[config.mk]
export PLATFORM = sky130hd
export DESIGN_NAME = memory_lcd_line_frame_builder_core
export DESIGN_NICKNAME = d
export VERILOG_FILES = /design/src/hdl/lcdfb_pkg.sv /design/src/hdl/lcdfb_engine.sv /design/src/hdl/lcdfb_burst_buf.sv /design/src/hdl/memory_lcd_line_frame_builder_core.sv
export SDC_FILE = /design/constraint.sdc
export NUM_CORES = 1
export LEC_CHECK = 0
export BUFFER_PORTS_ARGS = -buffer_cell sky130_fd_sc_hd__clkbuf_2
export CORE_ASPECT_RATIO = 0.5
export CORE_MARGIN = 1
export CORE_UTILIZATION = 48
export DETAILED_ROUTE_END_ITERATION = 7
export PLACE_DENSITY = 0.73
export SLEW_MARGIN = 10
export SYNTH_ARGS = -nofsm -noshare
export SYNTH_HDL_FRONTEND = slang
export SYNTH_SLANG_ARGS = --single-unit
export TNS_END_PERCENT = 50
[constraint.sdc]
create_clock -name i_clk -period 9.35 [get_ports i_clk]
set_clock_uncertainty 0.15 [all_clocks]
set_input_delay 0.935 -clock i_clk [delete_from_list [all_inputs] [get_ports i_clk]]
set_output_delay 0.935 -clock i_clk [all_outputs]
set_load 0.02 [all_outputs]
[src/hdl/lcdfb_pkg.sv]
package lcdfb_pkg;

    localparam int ModeW = 3;
    localparam int ByteW = 8;
    localparam int CfgIdxW = 3;

    // Item modes.
    localparam logic [ModeW-1:0] MODE_BEGIN = 3'd0;
    localparam logic [ModeW-1:0] MODE_BLOCK = 3'd1;
    localparam logic [ModeW-1:0] MODE_PIXEL = 3'd2;
    localparam logic [ModeW-1:0] MODE_HOLD  = 3'd3;
    localparam logic [ModeW-1:0] MODE_CLEAR = 3'd4;

    // Configuration register indexes.
    localparam logic [CfgIdxW-1:0] REG_UPDATE_HI = 3'd0;
    localparam logic [CfgIdxW-1:0] REG_UPDATE_LO = 3'd1;
    localparam logic [CfgIdxW-1:0] REG_HOLD_HI   = 3'd2;
    localparam logic [CfgIdxW-1:0] REG_HOLD_LO   = 3'd3;
    localparam logic [CfgIdxW-1:0] REG_CLEAR_HI  = 3'd4;
    localparam logic [CfgIdxW-1:0] REG_CLEAR_LO  = 3'd5;

    typedef struct packed {
        logic [ByteW-1:0] update_hi;
        logic [ByteW-1:0] update_lo;
        logic [ByteW-1:0] hold_hi;
        logic [ByteW-1:0] hold_lo;
        logic [ByteW-1:0] clear_hi;
        logic [ByteW-1:0] clear_lo;
    } t_codes;

    // Up to three bytes caused by one item, first byte in b0.
    typedef struct packed {
        logic [1:0]       count;
        logic [ByteW-1:0] b0;
        logic [ByteW-1:0] b1;
        logic [ByteW-1:0] b2;
    } t_burst;

endpackage

[src/hdl/lcdfb_engine.sv]
module lcdfb_engine #(
    parameter int LINE_PIXELS = 176
) (
    input  logic                         i_clk,
    input  logic                         i_rst_n,
    input  logic                         i_accept,
    input  logic [lcdfb_pkg::ModeW-1:0]  i_mode,
    input  logic [lcdfb_pkg::ByteW-1:0]  i_start_row,
    input  logic [lcdfb_pkg::ByteW-1:0]  i_pixel,
    input  lcdfb_pkg::t_codes            i_codes,
    output lcdfb_pkg::t_burst            o_burst
);

    localparam logic [7:0] LineEnd = 8'(LINE_PIXELS);

    logic [7:0] r_row;
    logic       r_phase;
    logic [7:0] r_pos;
    logic [7:0] r_partial;
    logic [7:0] n_row;
    logic       n_phase;
    logic [7:0] n_pos;
    logic [7:0] n_partial;

    logic [2:0] held;
    logic [3:0] total;
    logic       full;
    logic [1:0] rest;
    logic [7:0] held_mask;
    logic [7:0] kept;
    logic [2:0] colour;
    logic [9:0] comb_bits;
    logic [7:0] packed_byte;
    logic [7:0] pos_inc;
    logic       eol;
    logic [7:0] row_inc;
    logic       phase_t;

    // Three bits per pixel: the bits already held wrap through 0,3,6,1,4,7,2,5.
    assign held        = r_pos[2:0] + {r_pos[1:0], 1'b0};
    assign total       = {1'b0, held} + 4'd3;
    assign full        = total[3];
    assign rest        = total[1:0];
    assign held_mask   = 8'((16'd1 << held) - 16'd1);
    assign kept        = r_partial & held_mask;
    assign colour      = {i_pixel[7], i_pixel[4], i_pixel[1]};
    assign comb_bits   = {kept[6:0], colour};
    assign packed_byte = 8'(comb_bits >> rest);
    assign pos_inc     = r_pos + 8'd1;
    assign eol         = (pos_inc >= LineEnd);
    assign row_inc     = r_row + 8'd1;
    assign phase_t     = ~r_phase;

    always_comb begin
        n_row     = r_row;
        n_phase   = r_phase;
        n_pos     = r_pos;
        n_partial = r_partial;
        o_burst   = '0;
        unique case (i_mode)
            lcdfb_pkg::MODE_BEGIN: begin
                n_row = i_start_row + 8'd1;
            end
            lcdfb_pkg::MODE_BLOCK: begin
                n_phase       = phase_t;
                n_pos         = '0;
                n_partial     = '0;
                o_burst.count = 2'd2;
                o_burst.b0    = phase_t ? i_codes.update_hi : i_codes.update_lo;
                o_burst.b1    = r_row;
            end
            lcdfb_pkg::MODE_PIXEL: begin
                if (full) begin
                    n_partial = 8'(comb_bits & ((10'd1 << rest) - 10'd1));
                end else begin
                    n_partial = comb_bits[7:0];
                end
                n_pos = pos_inc;
                if (eol) begin
                    n_pos     = '0;
                    n_partial = '0;
                    n_row     = row_inc;
                end
                if (full && eol) begin
                    o_burst.count = 2'd3;
                    o_burst.b0    = packed_byte;
                    o_burst.b1    = '0;
                    o_burst.b2    = row_inc;
                end else if (full) begin
                    o_burst.count = 2'd1;
                    o_burst.b0    = packed_byte;
                end else if (eol) begin
                    o_burst.count = 2'd2;
                    o_burst.b0    = '0;
                    o_burst.b1    = row_inc;
                end
            end
            lcdfb_pkg::MODE_HOLD: begin
                n_phase       = phase_t;
                o_burst.count = 2'd2;
                o_burst.b0    = phase_t ? i_codes.hold_hi : i_codes.hold_lo;
                o_burst.b1    = '0;
            end
            lcdfb_pkg::MODE_CLEAR: begin
                n_phase       = phase_t;
                o_burst.count = 2'd2;
                o_burst.b0    = phase_t ? i_codes.clear_hi : i_codes.clear_lo;
                o_burst.b1    = '0;
            end
            default: begin
            end
        endcase
    end

    always_ff @(posedge i_clk) begin
        if (!i_rst_n) begin
            r_row     <= '0;
            r_phase   <= 1'b0;
            r_pos     <= '0;
            r_partial <= '0;
        end else if (i_accept) begin
            r_row     <= n_row;
            r_phase   <= n_phase;
            r_pos     <= n_pos;
            r_partial <= n_partial;
        end
    end

endmodule

[src/hdl/lcdfb_burst_buf.sv]
module lcdfb_burst_buf (
    input  logic                         i_clk,
    input  logic                         i_rst_n,
    input  logic                         i_load,
    input  lcdfb_pkg::t_burst            i_burst,
    input  logic                         i_out_ready,
    output logic                         o_can_load,
    output logic                         o_out_valid,
    output logic [lcdfb_pkg::ByteW-1:0]  o_out_byte,
    output logic                         o_last_of_run
);

    logic [1:0]                    r_cnt;
    logic [lcdfb_pkg::ByteW-1:0]   r_b0;
    logic [lcdfb_pkg::ByteW-1:0]   r_b1;
    logic [lcdfb_pkg::ByteW-1:0]   r_b2;
    logic                          take;

    assign o_out_valid   = (r_cnt != 2'd0);
    assign o_out_byte    = r_b0;
    assign o_last_of_run = (r_cnt == 2'd1);
    assign take          = o_out_valid && i_out_ready;
    // Room for a new burst once the last waiting byte leaves this cycle.
    assign o_can_load    = (r_cnt == 2'd0) || (r_cnt == 2'd1 && i_out_ready);

    always_ff @(posedge i_clk) begin
        if (!i_rst_n) begin
            r_cnt <= '0;
        end else if (i_load) begin
            r_cnt <= i_burst.count;
        end else if (take) begin
            r_cnt <= r_cnt - 2'd1;
        end
    end

    always_ff @(posedge i_clk) begin
        if (i_load) begin
            r_b0 <= i_burst.b0;
            r_b1 <= i_burst.b1;
            r_b2 <= i_burst.b2;
        end else if (take) begin
            r_b0 <= r_b1;
            r_b1 <= r_b2;
        end
    end

endmodule

[src/hdl/memory_lcd_line_frame_builder_core.sv]
// The first byte of an item appears in the cycle after the item is accepted, from the burst buffer register.
// One item is accepted per cycle while each item causes at most one byte and the output is ready; an
// item that causes two or three bytes holds the input until its last byte leaves the output port.
// The output port delivers one byte per cycle while i_out_ready is high, from the three-byte burst buffer.
// Reset (synchronous, active low) clears row address, COM phase and packing state, empties
// the buffer and loads the default command codes.
module memory_lcd_line_frame_builder_core #(
    parameter int LINE_PIXELS = 176
) (
    input  logic                           i_clk,
    input  logic                           i_rst_n,
    // Item input channel.
    input  logic                           i_in_valid,
    output logic                           o_in_ready,
    input  logic [lcdfb_pkg::ModeW-1:0]    i_mode,
    input  logic [lcdfb_pkg::ByteW-1:0]    i_start_row,
    input  logic [lcdfb_pkg::ByteW-1:0]    i_pixel,
    // Byte output channel.
    output logic                           o_out_valid,
    input  logic                           i_out_ready,
    output logic [lcdfb_pkg::ByteW-1:0]    o_out_byte,
    output logic                           o_last_of_run,
    // Configuration write port.
    input  logic                           i_cfg_we,
    input  logic [lcdfb_pkg::CfgIdxW-1:0]  i_cfg_index,
    input  logic [lcdfb_pkg::ByteW-1:0]    i_cfg_data
);

    lcdfb_pkg::t_codes r_codes;
    lcdfb_pkg::t_burst burst;
    logic              can_load;
    logic              in_accept;
    logic              load;

    // An item is taken whenever the burst buffer is empty or empties this cycle.
    // Items that cause no byte (begin frame, a pixel that neither fills a byte nor
    // ends the line) only update the state; unknown modes change nothing.
    assign o_in_ready = can_load;
    assign in_accept  = i_in_valid && can_load;
    assign load       = in_accept && (burst.count != 2'd0);

    // Command code registers; writes to indexes beyond the list are dropped.
    always_ff @(posedge i_clk) begin
        if (!i_rst_n) begin
            r_codes.update_hi <= 8'd192;
            r_codes.update_lo <= 8'd128;
            r_codes.hold_hi   <= 8'd64;
            r_codes.hold_lo   <= 8'd0;
            r_codes.clear_hi  <= 8'd96;
            r_codes.clear_lo  <= 8'd32;
        end else if (i_cfg_we) begin
            unique case (i_cfg_index)
                lcdfb_pkg::REG_UPDATE_HI: r_codes.update_hi <= i_cfg_data;
                lcdfb_pkg::REG_UPDATE_LO: r_codes.update_lo <= i_cfg_data;
                lcdfb_pkg::REG_HOLD_HI:   r_codes.hold_hi   <= i_cfg_data;
                lcdfb_pkg::REG_HOLD_LO:   r_codes.hold_lo   <= i_cfg_data;
                lcdfb_pkg::REG_CLEAR_HI:  r_codes.clear_hi  <= i_cfg_data;
                lcdfb_pkg::REG_CLEAR_LO:  r_codes.clear_lo  <= i_cfg_data;
                default: begin
                end
            endcase
        end
    end

    // Packing, row and phase state, and the bytes each item causes.
    lcdfb_engine #(
        .LINE_PIXELS (LINE_PIXELS)
    ) u_engine (
        .i_clk       (i_clk),
        .i_rst_n     (i_rst_n),
        .i_accept    (in_accept),
        .i_mode      (i_mode),
        .i_start_row (i_start_row),
        .i_pixel     (i_pixel),
        .i_codes     (r_codes),
        .o_burst     (burst)
    );

    // Holds the burst and hands it out one byte per cycle while the output is ready.
    lcdfb_burst_buf u_buf (
        .i_clk         (i_clk),
        .i_rst_n       (i_rst_n),
        .i_load        (load),
        .i_burst       (burst),
        .i_out_ready   (i_out_ready),
        .o_can_load    (can_load),
        .o_out_valid   (o_out_valid),
        .o_out_byte    (o_out_byte),
        .o_last_of_run (o_last_of_run)
    );

endmodule
==> impl_results.md <==
* Number of antenna cells inserted at 0
* Most common cell after layout, fill and taps aside: sky130_fd_sc_hd__nand2_1
* Fill cell instance count of the final layout at 1000
* Yosys warning total at 0
* Total Neg Setup Slack at 0 ns
* Run status: complete, no violations
* Maximum level of the CTS H-tree at 3
* Gr ovfl total at 0
* Via count at 4696
* DP HPWL at 8.934 mm
* Worst supply voltage drop on vdd at 0.09577 mV
* Final-report setup violation count at 0
* Crit path to: u_buf.o_out_byte[3]$_DFFE_PP_
* Count of antenna-violating nets left after detailed routing at 0
* Clk Latency, worst-skew pair at 0.35 ns
* Required time at the endpoint of the critical path at 9.22 ns
* GRT Overall Usage at 0.2312
* Cell Count Post-Placement at 792
* Root buffer selected by CTS: sky130_fd_sc_hd__clkbuf_16
* Launch point of the worst reg-to-reg path: u_engine.r_pos[2]$_SDFFE_PN0P_
* Count of flip-flops with a built-in enable after synthesis at 24
* Worst Setup Path Type: in -> reg
* WHS at 0.3045 ns
* Hold Path Class: reg -> reg
* R2r setup slk at 5.83 ns
* CTS tree: built
* Antenna violations before repair at 0
* Layout cell share with drive strength beyond 1 at 0.1243
* Top Ports at 46
* P per Cell Area at 167.0 nW/um2
* Number of port buffers at 40
* Post-CTS repair timing setup buffer count at 0
* Synth unique cells at 65
* Proportion of synthesized chip area in sequential cells at 0.4133
* Starting density of the core at 0.5070
* Proportion of synthesized flip-flops having asynchronous set or reset at 0
* Mean routed wirelength per cell at 15.86 um
* RSZ-0062 raised after global routing: false
* Vertical extent of the die at 76.50 um
* Reg2reg end: u_buf.o_out_byte[3]$_DFFE_PP_
* Detailed-route vias per instance at 5.812
* Type of destination of the critical path: flop
* Register bit count reported by yosys at 98
* Maximum number of pins on one net before global-route repair at 54
* Number of gates resized after cts at 0
* Slew Limit Fails at 0
* Synthesized cell area at 5328 um2
* Measured slew at the worst slew-check pin at 1.017 ns
* Hold buffer count at CTS at 0
* Final instance count without filler cells at 808
* Vias in the first global route at 4095
* Worst slew slack as a fraction of its limit at 0.3220
* Final worst-path cycle share at 0.4346
* Largest fanout on the critical path at 42
* Cts bufs inserted at 9
* F_max at 246.1 MHz
* Kind of start point of the critical path: input port
* Leading cell types in the layout, fill and taps excluded: 139 x sky130_fd_sc_hd__nand2_1, 77 x sky130_fd_sc_hd__a21oi_1, 74 x sky130_fd_sc_hd__dfxtp_1
* Number of cell instances on the worst register-to-register path at 10
* Leak at 2.090 nW
* Data arrival time at the worst-slack endpoint at 3.93 ns
* Drt initial violations at 382
* DRC Markers at 0
* Synthesis-to-layout area growth at 10.29%
* Synthesized netlist net count at 697
* Width of the die at 151.0 um
* Hold violation count in the final report at 0
* Power after layout at 0.0009810 W
* Final period demand of the worst path at 4.064 ns
* Clock transition at path regs at 0.07 ns
* Post-synthesis instance total at 650
* Standard-cell row count at 26
* Die footprint at 11550 um2
* Maximum capacitance violations at 0
* 1st-pass router iterations at 5
* Net count, final at 710
* Largest buffer count on any clock path at 2
* Top_reg_cell synth: sky130_fd_sc_hd__dfxtp_1
* Total wirelength of the detailed-routed design at 12.81 mm
* CP Launch Point: i_mode[1]
* GPL Wtd Cong at 0.8537
* Mean instance size in the synthesized netlist at 8.196 um2
* Global-route wire length before repair at 20.58 mm
* Number of clock sinks seen by CTS at 98
* Placeable Area at 10510 um2
[cell usage after synthesis (all sizes together) (9+ instances only)]
library cell  number  area (um2)
nand2            139       521.8
a21oi             77       385.4
dfxtp             74        1481
nor2              66       247.7
clkbuf            32       121.4
nand3             26       135.1
edfxtp            24       720.7
xnor2             14       122.6
o21ai             13       65.06
ha                12       150.1
o211ai            11       82.58
and2              10       62.56
inv                9       33.78
[metal layers]
layer | GRT usage | part of all wire
met3 | 0.04671 | 0.067
met5 | 0 | 0
met4 | 0.05800 | 0.011
met1 | 0.3340 | 0.49
met2 | 0.3495 | 0.43
[where the power goes]
part / internal [W] / leakage, nW / total [W] / switching [W]
Clock: 0.000225 / 0.147 / 0.000388 / 0.000163
Combinational: 0.0000420 / 1.13 / 0.000124 / 0.0000825
Sequential: 0.000457 / 0.810 / 0.000469 / 0.0000118
[cell type report]
| cell class | count | area [um2] | share of cell area |
|---|---|---|---|
| clock buffers | 11 | 254.0 | 0.04323 |
| repair buffers | 42 | 215.2 | 0.03663 |
| clock inverters | 5 | 62.56 | 0.01065 |
| well taps | 140 | 175.2 | 0.02981 |
| inverters | 9 | 33.78 | 0.005750 |
| multi-input cells | 503 | 2933 | 0.4991 |
| flip-flops and latches | 98 | 2202 | 0.3748 |
[cells by family after synthesis]
family                     Yosys count  synth area share
AOI/OAI and AO/OA                  162            0.2010
xor gates and xnor gates            20           0.03288
adders and majority gates           12           0.02818
buffers and inverters               49           0.03781
DFF                                 98            0.4133
muxes                               17           0.03617
and+or+nand+nor                    292            0.2506
[state kept, by name, summed over array words and instances, names as in the netlist]
name	count
u_engine.r_row	8
u_buf.o_out_byte	8
u_engine.r_phase	1
u_buf.r_b1	8
r_codes	48
u_engine.r_partial	7
u_buf.r_cnt	2
u_engine.r_pos	8
u_buf.r_b2	8
[per-stage QoR]
| step | area, um2 | utilization | worst slack [ns] |
|---|---|---|---|
| floorplan | 5328 | - | 6.274 |
| global placement | 5559 | 0.5291 | 4.950 |
| detailed placement | 5559 | 0.5291 | 4.942 |
| CTS | 5876 | 0.5592 | 5.294 |
| global route | 5876 | 0.5592 | 4.996 |
| finish | 5876 | 0.5592 | 5.286 |
[worst min path at each step]
| stage | startpoint | to | cells after the start |
|---|---|---|---|
| floorplan | r_codes[23]$_SDFFE_PN0P_ | r_codes[23]$_SDFFE_PN0P_ | 2 |
| global placement | r_codes[27]$_SDFFE_PN0P_ | r_codes[27]$_SDFFE_PN0P_ | 2 |
| detailed placement | r_codes[42]$_SDFFE_PN0P_ | r_codes[42]$_SDFFE_PN0P_ | 2 |
| CTS | r_codes[42]$_SDFFE_PN0P_ | r_codes[42]$_SDFFE_PN0P_ | 2 |
| global route | r_codes[35]$_SDFFE_PN0P_ | r_codes[35]$_SDFFE_PN0P_ | 2 |
| finish | r_codes[33]$_SDFFE_PN0P_ | r_codes[33]$_SDFFE_PN0P_ | 2 |
[worst max-delay path, cell delays in order]
cell and delay (ns):
sky130_fd_sc_hd__clkbuf_2 0.36, sky130_fd_sc_hd__nor3b_2 0.82, sky130_fd_sc_hd__nor2_1 0.26, sky130_fd_sc_hd__a21o_1 0.27, sky130_fd_sc_hd__a31oi_4 0.80, sky130_fd_sc_hd__or2_2 0.47
No activity file was read; power rests on OpenSTA's default activity.
